===== src/hdl/tatt_pkg.sv =====
// ----------------------------------------------------------------------------
// tatt_pkg: shared types and constants of the angle-to-time block
// Holds the configuration and job structures, the branch codes and the sizes
// used by the front, the queue, the square root pipeline and the back end.
// ----------------------------------------------------------------------------
package tatt_pkg;

  localparam int ANGLE_W       = 32;
  localparam int TIME_W        = 48;
  localparam int PROD_W        = 64;
  localparam int ROOT_W        = 32;
  localparam int REM_W         = 36;
  localparam int SQRT_STAGES   = 32;
  localparam int QUEUE_DEPTH   = 4;
  localparam int FRAC_BITS_DEF = 16;

  localparam logic [ANGLE_W-1:0] TWO_OVER_ACCEL_RST = 32'd131072;
  localparam logic [ANGLE_W-1:0] INV_SPEED_RST      = 32'd65536;
  localparam logic [ANGLE_W-1:0] ACCEL_ANGLE_RST    = 32'd32768;
  localparam logic [ANGLE_W-1:0] TOTAL_ANGLE_RST    = 32'd2058874;

  // Register indexes on the configuration port.
  localparam logic [1:0] REG_TWO_OVER_ACCEL = 2'd0;
  localparam logic [1:0] REG_INV_SPEED      = 2'd1;
  localparam logic [1:0] REG_ACCEL_ANGLE    = 2'd2;
  localparam logic [1:0] REG_TOTAL_ANGLE    = 2'd3;

  // Segment of the velocity profile that an item falls into.
  typedef enum logic [1:0] {
    MODE_ACCEL    = 2'd0,
    MODE_CRUISE   = 2'd1,
    MODE_TRI_DEC  = 2'd2,
    MODE_TRAP_DEC = 2'd3
  } mode_t;

  typedef struct packed {
    logic [ANGLE_W-1:0] two_over_accel;
    logic [ANGLE_W-1:0] inv_speed;
    logic [ANGLE_W-1:0] accel_angle;
    logic [ANGLE_W-1:0] total_angle;
  } cfg_t;

  typedef struct packed {
    logic [ANGLE_W-1:0] sq_op;   // angle fed to the data-dependent square root
    logic [ANGLE_W-1:0] cr_op;   // angle fed to the cruise product
    logic               ta_tri;  // peak time uses the triangular radicand
    mode_t              mode;
    logic               sat;     // angle was clamped
  } job_t;

endpackage


===== src/hdl/tatt_front.sv =====
// ----------------------------------------------------------------------------
// tatt_front: item classification
// Clamps the angle and decides which profile segment it lies in, producing
// the operands that the back end multiplies and takes roots of.
// ----------------------------------------------------------------------------
module tatt_front (
  input  logic [tatt_pkg::ANGLE_W-1:0] angle,
  input  tatt_pkg::cfg_t               cfg,
  output tatt_pkg::job_t               job
);

  localparam int AW = tatt_pkg::ANGLE_W;

  logic [AW-1:0] a;
  logic [AW-1:0] len;
  logic [AW-1:0] la;
  logic          clamp;
  logic          tri_prof;
  logic [AW:0]   two_a;
  logic [AW:0]   two_la;

  assign len      = cfg.total_angle;
  assign la       = cfg.accel_angle;
  assign clamp    = angle > len;
  assign a        = clamp ? len : angle;
  assign two_a    = {a, 1'b0};
  assign two_la   = {la, 1'b0};
  assign tri_prof = two_la > {1'b0, len};

  always_comb begin
    job.sat    = clamp;
    job.sq_op  = a;
    job.cr_op  = '0;
    job.ta_tri = tri_prof;
    job.mode   = tatt_pkg::MODE_ACCEL;
    if (tri_prof) begin
      if (two_a > {1'b0, len}) begin
        job.mode  = tatt_pkg::MODE_TRI_DEC;
        job.sq_op = len - a;
      end
    end else begin
      if (a <= la) begin
        job.mode = tatt_pkg::MODE_ACCEL;
      end else if (a < len - la) begin
        job.mode  = tatt_pkg::MODE_CRUISE;
        job.cr_op = a - la;
      end else begin
        // In this profile 2*accel_angle does not exceed the total angle.
        job.mode  = tatt_pkg::MODE_TRAP_DEC;
        job.cr_op = len - two_la[AW-1:0];
        job.sq_op = len - a;
      end
    end
  end

endmodule


===== config.mk =====
export PLATFORM = sky130hd
export DESIGN_NAME = tatt_front
export DESIGN_NICKNAME = d
export VERILOG_FILES = /design/src/hdl/tatt_pkg.sv /design/src/hdl/tatt_front.sv
export SDC_FILE = /design/constraint.sdc
export NUM_CORES = 1
export LEC_CHECK = 0
export ABC_AREA = 1
export BUFFER_PORTS_ARGS = -buffer_cell sky130_fd_sc_hd__buf_2
export CORE_ASPECT_RATIO = 0.8
export CORE_MARGIN = 10
export CORE_UTILIZATION = 59
export DETAILED_ROUTE_END_ITERATION = 16
export PLACE_DENSITY = 0.85
export SYNTH_ARGS = -nofsm -noshare
export SYNTH_HDL_FRONTEND = slang
export SYNTH_SLANG_ARGS = --single-unit
export TNS_END_PERCENT = 5

===== constraint.sdc =====
create_clock -name vclk -period 7.2
set_input_delay 1.08 -clock vclk [all_inputs]
set_output_delay 1.08 -clock vclk [all_outputs]
set_load 0.05 [all_outputs]

==> flow_summary.ini <==
[final_layout]
num_antenna_cells = 0
seq_cell_count = 0
finish.net_count = 2444
ff_latch_area_um2 = 0
fill_cells = 1729
layout_common_cells = 424 x nand2_1, 247 x ha_1, 234 x inv_1
drive_gt1_frac = 0.162
syn2layout_area_growth_pct = 17.2
nClkBuffers = 0
fin_area_um2 = 12700
layout_commonest_cell = nand2_1

[detailed_routing]
vias_per_cell = 5.90
vias = 13356
drt_wl_total_um = 42000
wl_per_cell_um = 18.6
ant_nets = 0
dr.pass1.iters = 5
drc = 0
first_iter_violations = 1651

[global_route]
overflow = 0
grt_pass1_wl_um = 63100
grt_usage = 0.321
antenna_found_initial = 0
first_global_vias = 12223
grt_max_degree = 32

[floorplanning]
die_w_um = 172
rows = 44
core_um2 = 18100
num_io_pins = 228
initial_core_util = 0.600
die_h_um = 141
die-area_um2 = 24300

[min_path]
hold_depth = 5
hold_end = job[4]
hp-start = cfg[32]
holdCritPathClass = in -> out

[worst_setup_path]
cp-start-kind = primary input
crit_type = in -> out
critical_path_required_ns = 6.12
cp.arrival_ns = 5.95
cp-end-kind = primary output
crit_path_max_fanout = 17

[yosys]
syn_nets = 2221
yosysUniqueCellTypes = 51
yosysSeqAreaShare = 0
yosysWarnings = 0
post_synth.cell_area_avg_um2 = 6.00
synth_area_um2 = 10900
syn_inst = 1811

[pwr]
vdd_drop_max_uv = 211
p_per_area_nw_per_um2 = 176
cellLeakagePower_nw = 7.04

[run]
maxCapViolCount = 0

[sta]
worst_slack_ns = 0.172
fin_crit_sh = 0.976
max_freq_mhz = 142
setup_total_negative_slack_ns = 0
hold_violations = 0
timing.hold.ws_ns = 2.76
rsz0062_at_grt = true
finalSetupViolations = 0
relSlewSlack = 0.196
finalCriticalPeriod_ns = 7.03
tightest_slew_ns = 1.19
maxSlewViolCount = 0

[place]
dp_hpwl_um = 36500
numPortBuffers = 164
place_area_um2 = 12400
gp_congestion = 1.05
place_ws_ns = -0.0759

[clock_network]
ctsHoldBuffers = 0

[outcome]
status = completed
-- where the power goes --
group | switching [mW] | internal [mW] | total, mW
clock | 0 | 0 | 0
sequential | 0 | 0 | 0
combinational | 1.49 | 0.760 | 2.25
total | 1.49 | 0.760 | 2.25
-- how the worst max path moves through the flow --
stage	from	endpoint	cells after the start
floorplan	cfg[0]	job[22]	26
global placement	cfg[31]	job[64]	28
detailed placement	cfg[31]	job[64]	28
CTS	cfg[31]	job[64]	28
global route	cfg[0]	job[49]	31
finish	cfg[34]	job[42]	27
-- layer usage --
metal  part of all wire  routed length (um)  track usage
met1               0.45               19100        0.477
met2               0.41               17100        0.479
met3               0.12                5090       0.0474
met4              0.018                 744       0.0485
met5                  0                   0            0
-- cells in the mapped netlist (19+ instances only) --
cell type  count  area [um2]
nand2_1      427        1600
a31oi_1       19         119
nand3_2       21         210
a21oi_1      194         971
nor3_1        28         140
o21ai_0      109         546
inv_1        235         882
xnor2_1       43         377
xor2_1        66         578
nor2_1       179         672
nand3_1       55         275
ha_1         247        3090
-- critical path, cell delays in order --
cell and delay (ns):
buf_2 0.09, inv_1 0.13, ha_1 0.39, nand3_1 0.09, nand2_1 0.13, a21oi_2 0.09
o21ai_1 0.18, a21oi_2 0.10, o21ai_0 0.34, a21boi_2 0.13, o21ai_0 0.27, a21boi_1 0.16
o21ai_0 0.41, a21oi_1 0.14, xor2_1 0.17, ha_1 0.29, nand2_1 0.11, nor2_1 0.06
a211oi_1 0.21, o221ai_1 0.20, a21oi_2 0.19, nand2_4 0.13, nand3_2 0.15, buf_4 0.27
nand3_1 0.12, nand2_1 0.08, clkbuf_4 0.22
-- cell type report --
type                            instances  area, um2  area share
Multi-Input combinational cell       1548       9940       0.780
Timing Repair Buffer                  247       1610       0.127
Inverter                              237        896      0.0704
Tap cell                              230        288      0.0226
-- cell families (layout without fill, tap and decap cells) --
kind of cell | count (synthesis) | after routing | synth area share
AO/OA/AOI/OAI | 423 | 423 | 0.222
adder cells (fa/ha/maj) | 250 | 250 | 0.290
AND/OR/NAND/NOR | 766 | 766 | 0.304
buffers and inverters | 263 | 484 | 0.0965
XOR/XNOR | 109 | 109 | 0.0878
-- per-stage QoR --
stage | instances | utilization | total power [mW]
after floorplan | 1811 | - | 1.53
after global placement | 2255 | 0.686 | 2.05
after detailed placement | 2255 | 0.686 | 2.08
after CTS | 2255 | 0.686 | 2.10
after global routing | 2262 | 0.703 | 2.43
final | 2262 | 0.703 | 2.25
-- timing repair --
| item | CTS | global route |
|---|---|---|
| pin swaps | 0 | 7 |
| gates cloned | 0 | 1 |
| setup endpoints to repair | 9 | 66 |
| resized for setup | 6 | 104 |
| buffers inserted | 0 | 6 |
No activity file was read; power rests on OpenSTA's default activity.
