File: src/hdl/tatt_pkg.sv
// ----------------------------------------------------------------------------
// tatt_pkg: shared types and constants of the angle-to-time block
// Holds the configuration and job structures, the branch codes and the sizes
// used by the front, the queue, the square root pipeline and the back end.
// ----------------------------------------------------------------------------
package tatt_pkg;

  localparam int ANGLE_W       = 32;
  localparam int TIME_W        = 48;
  localparam int PROD_W        = 64;
  localparam int ROOT_W        = 32;
  localparam int REM_W         = 36;
  localparam int SQRT_STAGES   = 32;
  localparam int QUEUE_DEPTH   = 4;
  localparam int FRAC_BITS_DEF = 16;

  localparam logic [ANGLE_W-1:0] TWO_OVER_ACCEL_RST = 32'd131072;
  localparam logic [ANGLE_W-1:0] INV_SPEED_RST      = 32'd65536;
  localparam logic [ANGLE_W-1:0] ACCEL_ANGLE_RST    = 32'd32768;
  localparam logic [ANGLE_W-1:0] TOTAL_ANGLE_RST    = 32'd2058874;

  // Register indexes on the configuration port.
  localparam logic [1:0] REG_TWO_OVER_ACCEL = 2'd0;
  localparam logic [1:0] REG_INV_SPEED      = 2'd1;
  localparam logic [1:0] REG_ACCEL_ANGLE    = 2'd2;
  localparam logic [1:0] REG_TOTAL_ANGLE    = 2'd3;

  // Segment of the velocity profile that an item falls into.
  typedef enum logic [1:0] {
    MODE_ACCEL    = 2'd0,
    MODE_CRUISE   = 2'd1,
    MODE_TRI_DEC  = 2'd2,
    MODE_TRAP_DEC = 2'd3
  } mode_t;

  typedef struct packed {
    logic [ANGLE_W-1:0] two_over_accel;
    logic [ANGLE_W-1:0] inv_speed;
    logic [ANGLE_W-1:0] accel_angle;
    logic [ANGLE_W-1:0] total_angle;
  } cfg_t;

  typedef struct packed {
    logic [ANGLE_W-1:0] sq_op;   // angle fed to the data-dependent square root
    logic [ANGLE_W-1:0] cr_op;   // angle fed to the cruise product
    logic               ta_tri;  // peak time uses the triangular radicand
    mode_t              mode;
    logic               sat;     // angle was clamped
  } job_t;

endpackage

File: src/hdl/tatt_queue.sv
// ----------------------------------------------------------------------------
// tatt_queue: job queue
// A small register FIFO that decouples classification from the back end.
// ----------------------------------------------------------------------------
module tatt_queue (
  input  logic           clk,
  input  logic           rst_n,
  input  logic           push,
  input  tatt_pkg::job_t wr_job,
  input  logic           pop,
  output tatt_pkg::job_t rd_job,
  output logic           full,
  output logic           empty
);

  localparam int DEPTH = tatt_pkg::QUEUE_DEPTH;
  localparam int PW    = $clog2(DEPTH);
  localparam int CW    = $clog2(DEPTH + 1);

  tatt_pkg::job_t  mem_r [DEPTH];
  logic [PW-1:0]   wr_ptr_r, wr_ptr_nxt;
  logic [PW-1:0]   rd_ptr_r, rd_ptr_nxt;
  logic [CW-1:0]   count_r, count_nxt;

  assign full   = count_r == CW'(DEPTH);
  assign empty  = count_r == '0;
  assign rd_job = mem_r[rd_ptr_r];

  always_comb begin
    wr_ptr_nxt = wr_ptr_r;
    rd_ptr_nxt = rd_ptr_r;
    count_nxt  = count_r;
    if (push) begin
      wr_ptr_nxt = (wr_ptr_r == PW'(DEPTH - 1)) ? '0 : wr_ptr_r + 1'b1;
    end
    if (pop) begin
      rd_ptr_nxt = (rd_ptr_r == PW'(DEPTH - 1)) ? '0 : rd_ptr_r + 1'b1;
    end
    if (push && !pop) begin
      count_nxt = count_r + 1'b1;
    end else if (pop && !push) begin
      count_nxt = count_r - 1'b1;
    end
  end

  always_ff @(posedge clk) begin
    if (!rst_n) begin
      wr_ptr_r <= '0;
      rd_ptr_r <= '0;
      count_r  <= '0;
    end else begin
      wr_ptr_r <= wr_ptr_nxt;
      rd_ptr_r <= rd_ptr_nxt;
      count_r  <= count_nxt;
    end
  end

  always_ff @(posedge clk) begin
    if (push) begin
      mem_r[wr_ptr_r] <= wr_job;
    end
  end

  a_no_overflow: assert property (@(posedge clk) disable iff (!rst_n) full |-> !push)
    else $error("queue written while full");
  a_no_underflow: assert property (@(posedge clk) disable iff (!rst_n) empty |-> !pop)
    else $error("queue read while empty");
  a_count_up: assert property (@(posedge clk) disable iff (!rst_n)
    (push && !pop) |=> count_r == $past(count_r) + 1'b1)
    else $error("queue fill count lost a push");

endmodule

File: config.mk
export PLATFORM = sky130hd
export DESIGN_NAME = tatt_queue
export DESIGN_NICKNAME = d
export VERILOG_FILES = /design/src/hdl/tatt_pkg.sv /design/src/hdl/tatt_queue.sv
export SDC_FILE = /design/constraint.sdc
export NUM_CORES = 1
export LEC_CHECK = 0
export ABC_AREA = 0
export BUFFER_PORTS_ARGS = -buffer_cell sky130_fd_sc_hd__buf_2
export CAP_MARGIN = 5
export CORE_MARGIN = 4
export CORE_UTILIZATION = 64
export CTS_BUF_LIST = sky130_fd_sc_hd__clkbuf_8
export DETAILED_ROUTE_END_ITERATION = 7
export PLACE_DENSITY = 0.92
export SLEW_MARGIN = 20
export SYNTH_ARGS = -nofsm -noshare
export SYNTH_HDL_FRONTEND = slang
export SYNTH_SLANG_ARGS = --single-unit
export TNS_END_PERCENT = 20
File: constraint.sdc
create_clock -name clk -period 7.3 [get_ports clk]
set_clock_uncertainty 0.1 [all_clocks]
set_input_delay 1.46 -clock clk [delete_from_list [all_inputs] [get_ports clk]]
set_output_delay 1.46 -clock clk [all_outputs]
set_load 0.05 [all_outputs]
==> results of run 1 <==
cell families after synthesis:
kind of cell / share of synthesized area, %
flip-flops: 81.1
AO/OA/AOI/OAI: 0.194
XOR/XNOR: 0.170
AND/OR/NAND/NOR: 0.875
buffers and inverters: 1.47
adder cells (fa/ha/maj): 0.924
multiplexers: 15.3
cell type report:
cell class                      count  area, sq um
Sequential cell                   281         8360
Fill cell                         872         3940
Multi-Input combinational cell     99         1800
Timing Repair Buffer              142          713
Clock buffer                       43          592
Tap cell                          216          270
Clock inverter                     27          136
Inverter                            4         15.0
Antenna cell                        1         2.50
routing by layer:
metal	routed length, um	GRT usage [%]	vias to the layer above	share of wire [%]
li1	-	-	2040	-
met1	7010	27.8	2411	39
met2	9410	33.8	175	53
met3	1210	5.40	20	6.8
met4	243	5.88	2	1.4
met5	13	0	-	0.073
tightest hold or removal path, delay by kind of cell (launching register included):
kind           cells  cell delay [ns]
flip-flops         1             0.34
AO/OA/AOI/OAI      2             0.15
registers in the layout, indices dropped and copies added, names as in the netlist, named ones only:
signal,count
rd_ptr_r,2
mem_r,272
count_r,3
wr_ptr_r,2
cell usage in the layout, fill, tap and decap left out, drive strengths merged, types with 2 or more instances in the layout:
cell	instances
clkbuf	43
dfxtp	9
nor2b	5
inv	20
edfxtp	272
mux2i	4
ha	6
clkinv	9
and2	5
mux4	68
nor3	2
buf	142
per-stage QoR:
stage	utilization (%)	std cells	instance area [sq um]
final	75.1	813	11900
after global routing	75.1	812	11900
after CTS	75.1	812	11900
after detailed placement	70.5	742	11200
after global placement	70.5	742	11200
after floorplan	-	400	10300
power by group:
| part | internal, mW | switching [mW] | total [mW] |
|---|---|---|---|
| combinational | 0.133 | 0.304 | 0.437 |
| clock | 0.578 | 0.538 | 1.12 |
| sequential | 1.85 | 0.0375 | 1.89 |
| total | 2.56 | 0.879 | 3.44 |
final timing paths:
check	start	endpoint	slack [ns]	cells after the start
min	count_r[2]	count_r[2]	0.44	2
max	flip-flop	rd_job[48]	2.91	3
max reg2reg	wr_ptr_r[0]	mem_r[3][40]	5.37	2
min reg2reg	count_r[2]	count_r[2]	0.44	2
==> flow_metrics.tcl, run 1 <==
set metrics [dict create \
    slew_viol_final 0 \
    fin_crit_ns 4.39 \
    drt_pass1_iterations 4 \
    synth_ff_type "edfxtp_1" \
    viasPerCell 5.72 \
    synth_area_sq_mm 0.0103 \
    fp-row-count 46 \
    clkLatencyLatePin_ns 0.52 \
    arrival_ns 2.83 \
    place_hpwl_mm 10.6 \
    finalPower_mw 3.44 \
    wl_per_cell_um 22.0 \
    place_ws_ns 3.33 \
    port-buffer-count 141 \
    rsz0062_at_grt "no" \
    postCtsSetupRepairBufs 0 \
    fin_hold_ws_ns 0.445 \
    synth_commonest_cells "272 x edfxtp_1, 68 x mux4_2, 9 x dfxtp_1" \
    avgSynthCellArea_sq_um 25.7 \
    num_io_pins 142 \
    mappedNetlistNets 479 \
    dieWidth_um 135 \
    yosys.cell_count.top_type "edfxtp_1" \
    crit_buf_inv 2 \
    routed_wl_mm 17.9 \
    fp.dieH_um 135 \
    cp.required_ns 5.74 \
    cp_max_fo 39 \
    cts-htree-levels 2 \
    drc 0 \
    async_reset_ff_share_pct 0 \
    leakage_nw 4.08 \
    setup_tns_ns 0 \
    status "completed" \
    synthCells 400 \
    grt_pass1_wl_mm 28.0 \
    gr-total-overflow 0 \
    yosysUniqueCellTypes 23 \
    vias 4648 \
    ctsLongestPathBuffers 3 \
    cp_top_family "buffers and inverters" \
    drt_iter0_drc 281 \
    cts_resized 0 \
    worst_slew_pin_slew_ns 1.04 \
    grt.total_usage_pct 20.5 \
    setup.worst_path.class "reg2out" \
    yosys_warnings 0 \
    grt_start_max_net_pins 69 \
    syn2layout_area_growth_pct 15.5 \
    cpMaxStageDelayCell "dfxtp_4" \
    cts_made_buffers 42 \
    initial_core_util_pct 65.0 \
    fmax_ghz 0.228 \
    relSlewSlack_pct 31.0 \
    crit_chain "buf_4 > mux4_2 > buf_2" \
    holdCritPathClass "reg2reg" \
    synth-seq-cells 281 \
    clkTransAtPathRegs_ns 0.06 \
    cts_sinks 281 \
    ant_nets 0 \
    max_cap_violations 0 \
    end_kind "output port" \
    yosysSeqAreaShare_pct 81.1 \
    synth_edf_count 272 \
    die_area_sq_mm 0.0182 \
    start_kind "flip-flop" \
    setup_slack_ns 2.91 \
    hold_violations 0 \
    coreArea_sq_mm 0.0158 \
    synth_top_cell_by_area "edfxtp_1" \
    antenna_found_initial 1 \
    crit_path_max_incr_delay_ns 0.72 \
    cts_root_buf "clkbuf_8" \
    fin_crit_sh_pct 60.2 \
    yosysTopAreaCellShare_pct 79.3 \
    tritoncts "done" \
    gp_congestion 0.709 \
    final_nets 649 \
    drive_gt1_share_pct 44.5 \
    ys_top_cells_by_area "edfxtp_1 79%, mux4_2 15%, dfxtp_1 1.8%" \
    setup_viol 0 \
    grt_pass1_vias 5009 \
    ir_drop_mv 0.182 \
    holdBufCountCts 0 \
    p_per_area_mw_per_mm2 289 \
]
No activity file was read; power rests on OpenSTA's default activity.
==> run 2, diff against run 1 <==
CORE_UTILIZATION = 59   (was 64)
PLACE_DENSITY = 0.86   (was 0.92)
clock period = 4.61 ns   (was 7.3 ns; I/O delays follow)
==> flow_metrics.tcl, run 2 (synthesis gave the netlist of run 1 again) <==
set metrics [dict create \
    leakage_nw 4.08 \
    holdBufCountCts 0 \
    fin_area_sq_mm 0.0119 \
    fp.dieH_um 140 \
    p_per_area_mw_per_mm2 459 \
    final_nets 651 \
    cp_max_fo 51 \
    arrival_ns 2.43 \
    worst_slew_pin_slew_ns 1.05 \
    fin_crit_sh_pct 74.8 \
    fmax_ghz 0.290 \
    clkLatencyLatePin_ns 0.52 \
    fin_crit_ns 3.45 \
    status "completed" \
    relSlewSlack_pct 30.3 \
    clkTransAtPathRegs_ns 0.06 \
    cts_resized 0 \
    drt_iter0_drc 212 \
    grt_pass1_vias 5163 \
    rsz0062_at_grt "no" \
    top_regs "mem_r x272, count_r x3" \
    coreArea_sq_mm 0.0172 \
    setup_tns_ns 0 \
    fp-row-count 48 \
    setup_viol 0 \
    drive_gt1_share_pct 44.2 \
    insertedDiodeCount 0 \
    drt_pass1_iterations 4 \
    cp.required_ns 3.59 \
    grt_pass1_wl_mm 28.4 \
    slew_viol_final 0 \
    num_io_pins 142 \
    cts_made_buffers 44 \
    cts-htree-levels 2 \
    max_cap_violations 0 \
    setup.worst_path.class "reg2out" \
    layout_common_cells "272 x edfxtp_1, 141 x buf_2, 68 x mux4_2" \
    ctsLongestPathBuffers 3 \
    gp_congestion 0.747 \
    cts_root_buf "clkbuf_8" \
    drc 0 \
    syn2layout_area_growth_pct 16.0 \
    hold_violations 0 \
    postCtsSetupRepairBufs 0 \
    port-buffer-count 141 \
    start_kind "flip-flop" \
    viasPerCell 5.64 \
    initial_core_util_pct 59.9 \
    gr-total-overflow 0 \
    place_hpwl_mm 10.3 \
    ant_nets 0 \
    wl_per_cell_um 21.7 \
    dpl_cell_area_sq_mm 0.0112 \
    grt_start_max_net_pins 69 \
    regMostFlops "mem_r" \
    grt.total_usage_pct 18.8 \
    antenna_found_initial 1 \
    routed_wl_mm 18.0 \
    tritoncts "done" \
    vias 4686 \
    largest_reg_flops 272 \
    final_common_cell "edfxtp_1" \
    dieWidth_um 140 \
    cts_sinks 281 \
    ir_drop_mv 0.292 \
    end_kind "output port" \
    die_area_sq_mm 0.0196 \
    holdCritPathClass "reg2reg" \
]
[run 2: changes by cell type in the layout (fill, tap and decap cells not counted), sizes merged]
cell      delta
bufinv       -1
clkbuf       +2
clkinv      +16
clkinvlp     -1
diode        -1
inv          -6
[run 2: critical path, stage by stage (launching register included)]
cell	delay [ns]
dfxtp_4	0.61
buf_12	0.44
mux4_2	0.59
buf_2	0.23
[run 2: power breakdown]
part,internal [mW],switching [mW],leakage [nW]
clock,0.909,0.896,0.433
combinational,0.212,0.486,1.08
sequential,2.93,0.0566,2.57
total,4.05,1.44,4.08
[run 2: stage by stage]
| step | hold slack (ns) | total power, mW | util (%) | worst slack, ns | std cells |
|---|---|---|---|---|---|
| floorplan | 0.372 | 3.56 | - | 1.56 | 400 |
| global placement | 0.389 | 3.72 | 65.1 | 1.68 | 751 |
| detailed placement | 0.442 | 3.75 | 65.1 | 1.65 | 751 |
| CTS | 0.450 | 5.54 | 69.5 | 1.08 | 831 |
| global route | 0.468 | 5.72 | 69.5 | 0.978 | 831 |
| finish | 0.454 | 5.49 | 69.5 | 1.16 | 831 |
[run 2: path summary, 6_finish.rpt]
| check | cells past startpoint | startpoint | to | slack (ns) |
|---|---|---|---|---|
| max reg2reg | 3 | wr_ptr_r[0] | mem_r[2][40] | 2.65 |
| max | 3 | flip-flop | rd_job[65] | 1.16 |
| min | 2 | count_r[2] | count_r[2] | 0.45 |
| min reg2reg | 2 | count_r[2] | count_r[2] | 0.45 |
[run 2: cell type report]
cell class / instances / area [sq um]
Timing Repair Buffer: 142 / 726
Fill cell: 1068 / 5230
Multi-Input combinational cell: 99 / 1800
Clock inverter: 35 / 144
Sequential cell: 281 / 8360
Inverter: 4 / 15.0
Tap cell: 225 / 282
Clock buffer: 45 / 619
[run 2: per-layer routing]
metal | vias up | track usage, % | part of all wire [%]
met5 | - | 0 | 0.072
met4 | 2 | 4.95 | 1.4
met3 | 23 | 6.01 | 7.9
met2 | 169 | 31.2 | 52
met1 | 2427 | 24.6 | 39
li1 | 2065 | - | -
==> run 3, diff against run 2 <==
clock period = 3.4 ns   (was 4.61 ns; I/O delays follow)
==> flow_metrics.tcl, run 3 (synthesis gave the netlist of run 1 again) <==
set metrics [dict create \
    cts_made_buffers 43 \
    end_kind "output port" \
    max_cap_violations 0 \
    routed_wl_mm 18.5 \
    start_kind "flip-flop" \
    cts_sinks 281 \
    tritoncts "done" \
    cp_top_family "multiplexers" \
    crit_chain "buf_12 > mux4_2 > buf_2" \
    setup_viol 0 \
    place_hpwl_mm 11.8 \
    slew_viol_final 0 \
    ant_nets 0 \
    layout_common_cells "272 x edfxtp_1, 141 x buf_2, 68 x mux4_2" \
    num_io_pins 142 \
    leakage_nw 4.15 \
    largest_reg_flops 272 \
    cts_resized 0 \
    fmax_ghz 0.335 \
    grt.total_usage_pct 19.4 \
    finalPower_mw 7.52 \
    cp_max_fo 31 \
    setup.worst_path.class "reg2out" \
    holdCritPathClass "in2reg" \
    port-buffer-count 141 \
    relSlewSlack_pct 61.7 \
    insertedDiodeCount 0 \
    initial_core_util_pct 59.9 \
    grt_pass1_vias 5201 \
    r2r_slack_ns 1.48 \
    final_common_cell "edfxtp_1" \
    antenna_found_initial 1 \
    cts_root_buf "clkbuf_8" \
    fin_crit_sh_pct 87.9 \
    fp.dieH_um 140 \
    nFillCells 1081 \
    crit_buf_inv 2 \
    final_core_util_pct 70.3 \
    worst_slew_pin_slew_ns 0.574 \
    regMostFlops "mem_r" \
    rr_worst_depth 3 \
    die_area_sq_mm 0.0196 \
    grt_pass1_wl_mm 29.1 \
    gp_congestion 0.737 \
    status "completed" \
    clkTransAtPathRegs_ns 0.06 \
    place_inst 758 \
    coreArea_sq_mm 0.0172 \
    drive_gt1_share_pct 45.0 \
    clkLatencyLatePin_ns 0.51 \
    top_regs "mem_r x272, count_r x3" \
    cp.required_ns 2.62 \
    postCtsSetupRepairBufs 0 \
    drt_pass1_iterations 4 \
    drc 0 \
    ctsLongestPathBuffers 3 \
    gr-total-overflow 0 \
    fp-row-count 48 \
    holdBufCountCts 0 \
    p_per_area_mw_per_mm2 623 \
    syn2layout_area_growth_pct 17.2 \
    layoutNonFillerInstCount 829 \
    fin_crit_ns 2.99 \
    drt_iter0_drc 285 \
    reg2reg_to "mem_r[3][62]" \
    grt_start_max_net_pins 41 \
    hold_violations 0 \
    cpMaxStageDelayCell "mux4_2" \
    cts-htree-levels 2 \
    arrival_ns 2.21 \
    vias 4721 \
    setup_tns_ns 0 \
    cp-endpoint "rd_job[17]" \
    timing.rr.start "wr_ptr_r[0]" \
    wl_per_cell_um 22.4 \
    final_nets 657 \
    path_depth 3 \
    dieWidth_um 140 \
    viasPerCell 5.69 \
    ir_drop_mv 0.459 \
    rsz0062_at_grt "no" \
    crit_path_max_incr_delay_ns 0.57 \
]
[run 3: metrics by stage]
stage	hold slack, ns	worst slack [ns]	instance area, sq um
after detailed placement	0.412	0.902	11300
final	0.279	0.412	12100
after global placement	0.383	0.918	11300
after CTS	0.238	0.342	12100
after floorplan	0.372	0.591	10300
after global routing	0.256	0.272	12100
[run 3: worst min path at each step]
| stage | start | end | slack [ns] | cells past startpoint |
|---|---|---|---|---|
| 2_1_floorplan | count_r[2] | count_r[2] | 0.37 | 2 |
| 3_3_place_gp | count_r[2] | count_r[2] | 0.38 | 2 |
| 3_5_place_dp | count_r[2] | count_r[2] | 0.41 | 2 |
| 4_1_cts | wr_job[2] | mem_r[3][2] | 0.24 | 1 |
| 5_1_grt | wr_job[2] | mem_r[2][2] | 0.26 | 1 |
| 6_report | wr_job[2] | mem_r[2][2] | 0.28 | 1 |
[run 3: layout make-up]
cell class / instances / area [sq um] / area share (%)
sequential: 281 / 8360 / 69.2
clock inverter: 26 / 153 / 1.26
multi-input combinational: 99 / 1800 / 14.9
inverter: 4 / 15.0 / 0.124
timing repair buffer: 149 / 841 / 6.97
tap: 225 / 282 / 2.33
clock buffer: 45 / 619 / 5.13
[run 3: routing by layer]
metal / GRT usage, % / part of all wire (%) / vias to the layer above
met4: 5.66 / 1.5 / 2
met5: 0 / 0.038 / -
met2: 32.7 / 52 / 167
met3: 4.23 / 6.1 / 24
met1: 26.1 / 40 / 2461
li1: - / - / 2067
[run 3: worst register-to-register path: stages, from the launching register on]
cell,delay [ns]
dfxtp_1,0.41
ha_1,0.22
and2_4,0.53
buf_12,0.31
[run 3: power by group]
group / leakage, nW / switching, mW / internal, mW
combinational: 1.13 / 0.677 / 0.300
clock: 0.447 / 1.15 / 1.36
sequential: 2.57 / 0.0627 / 3.97
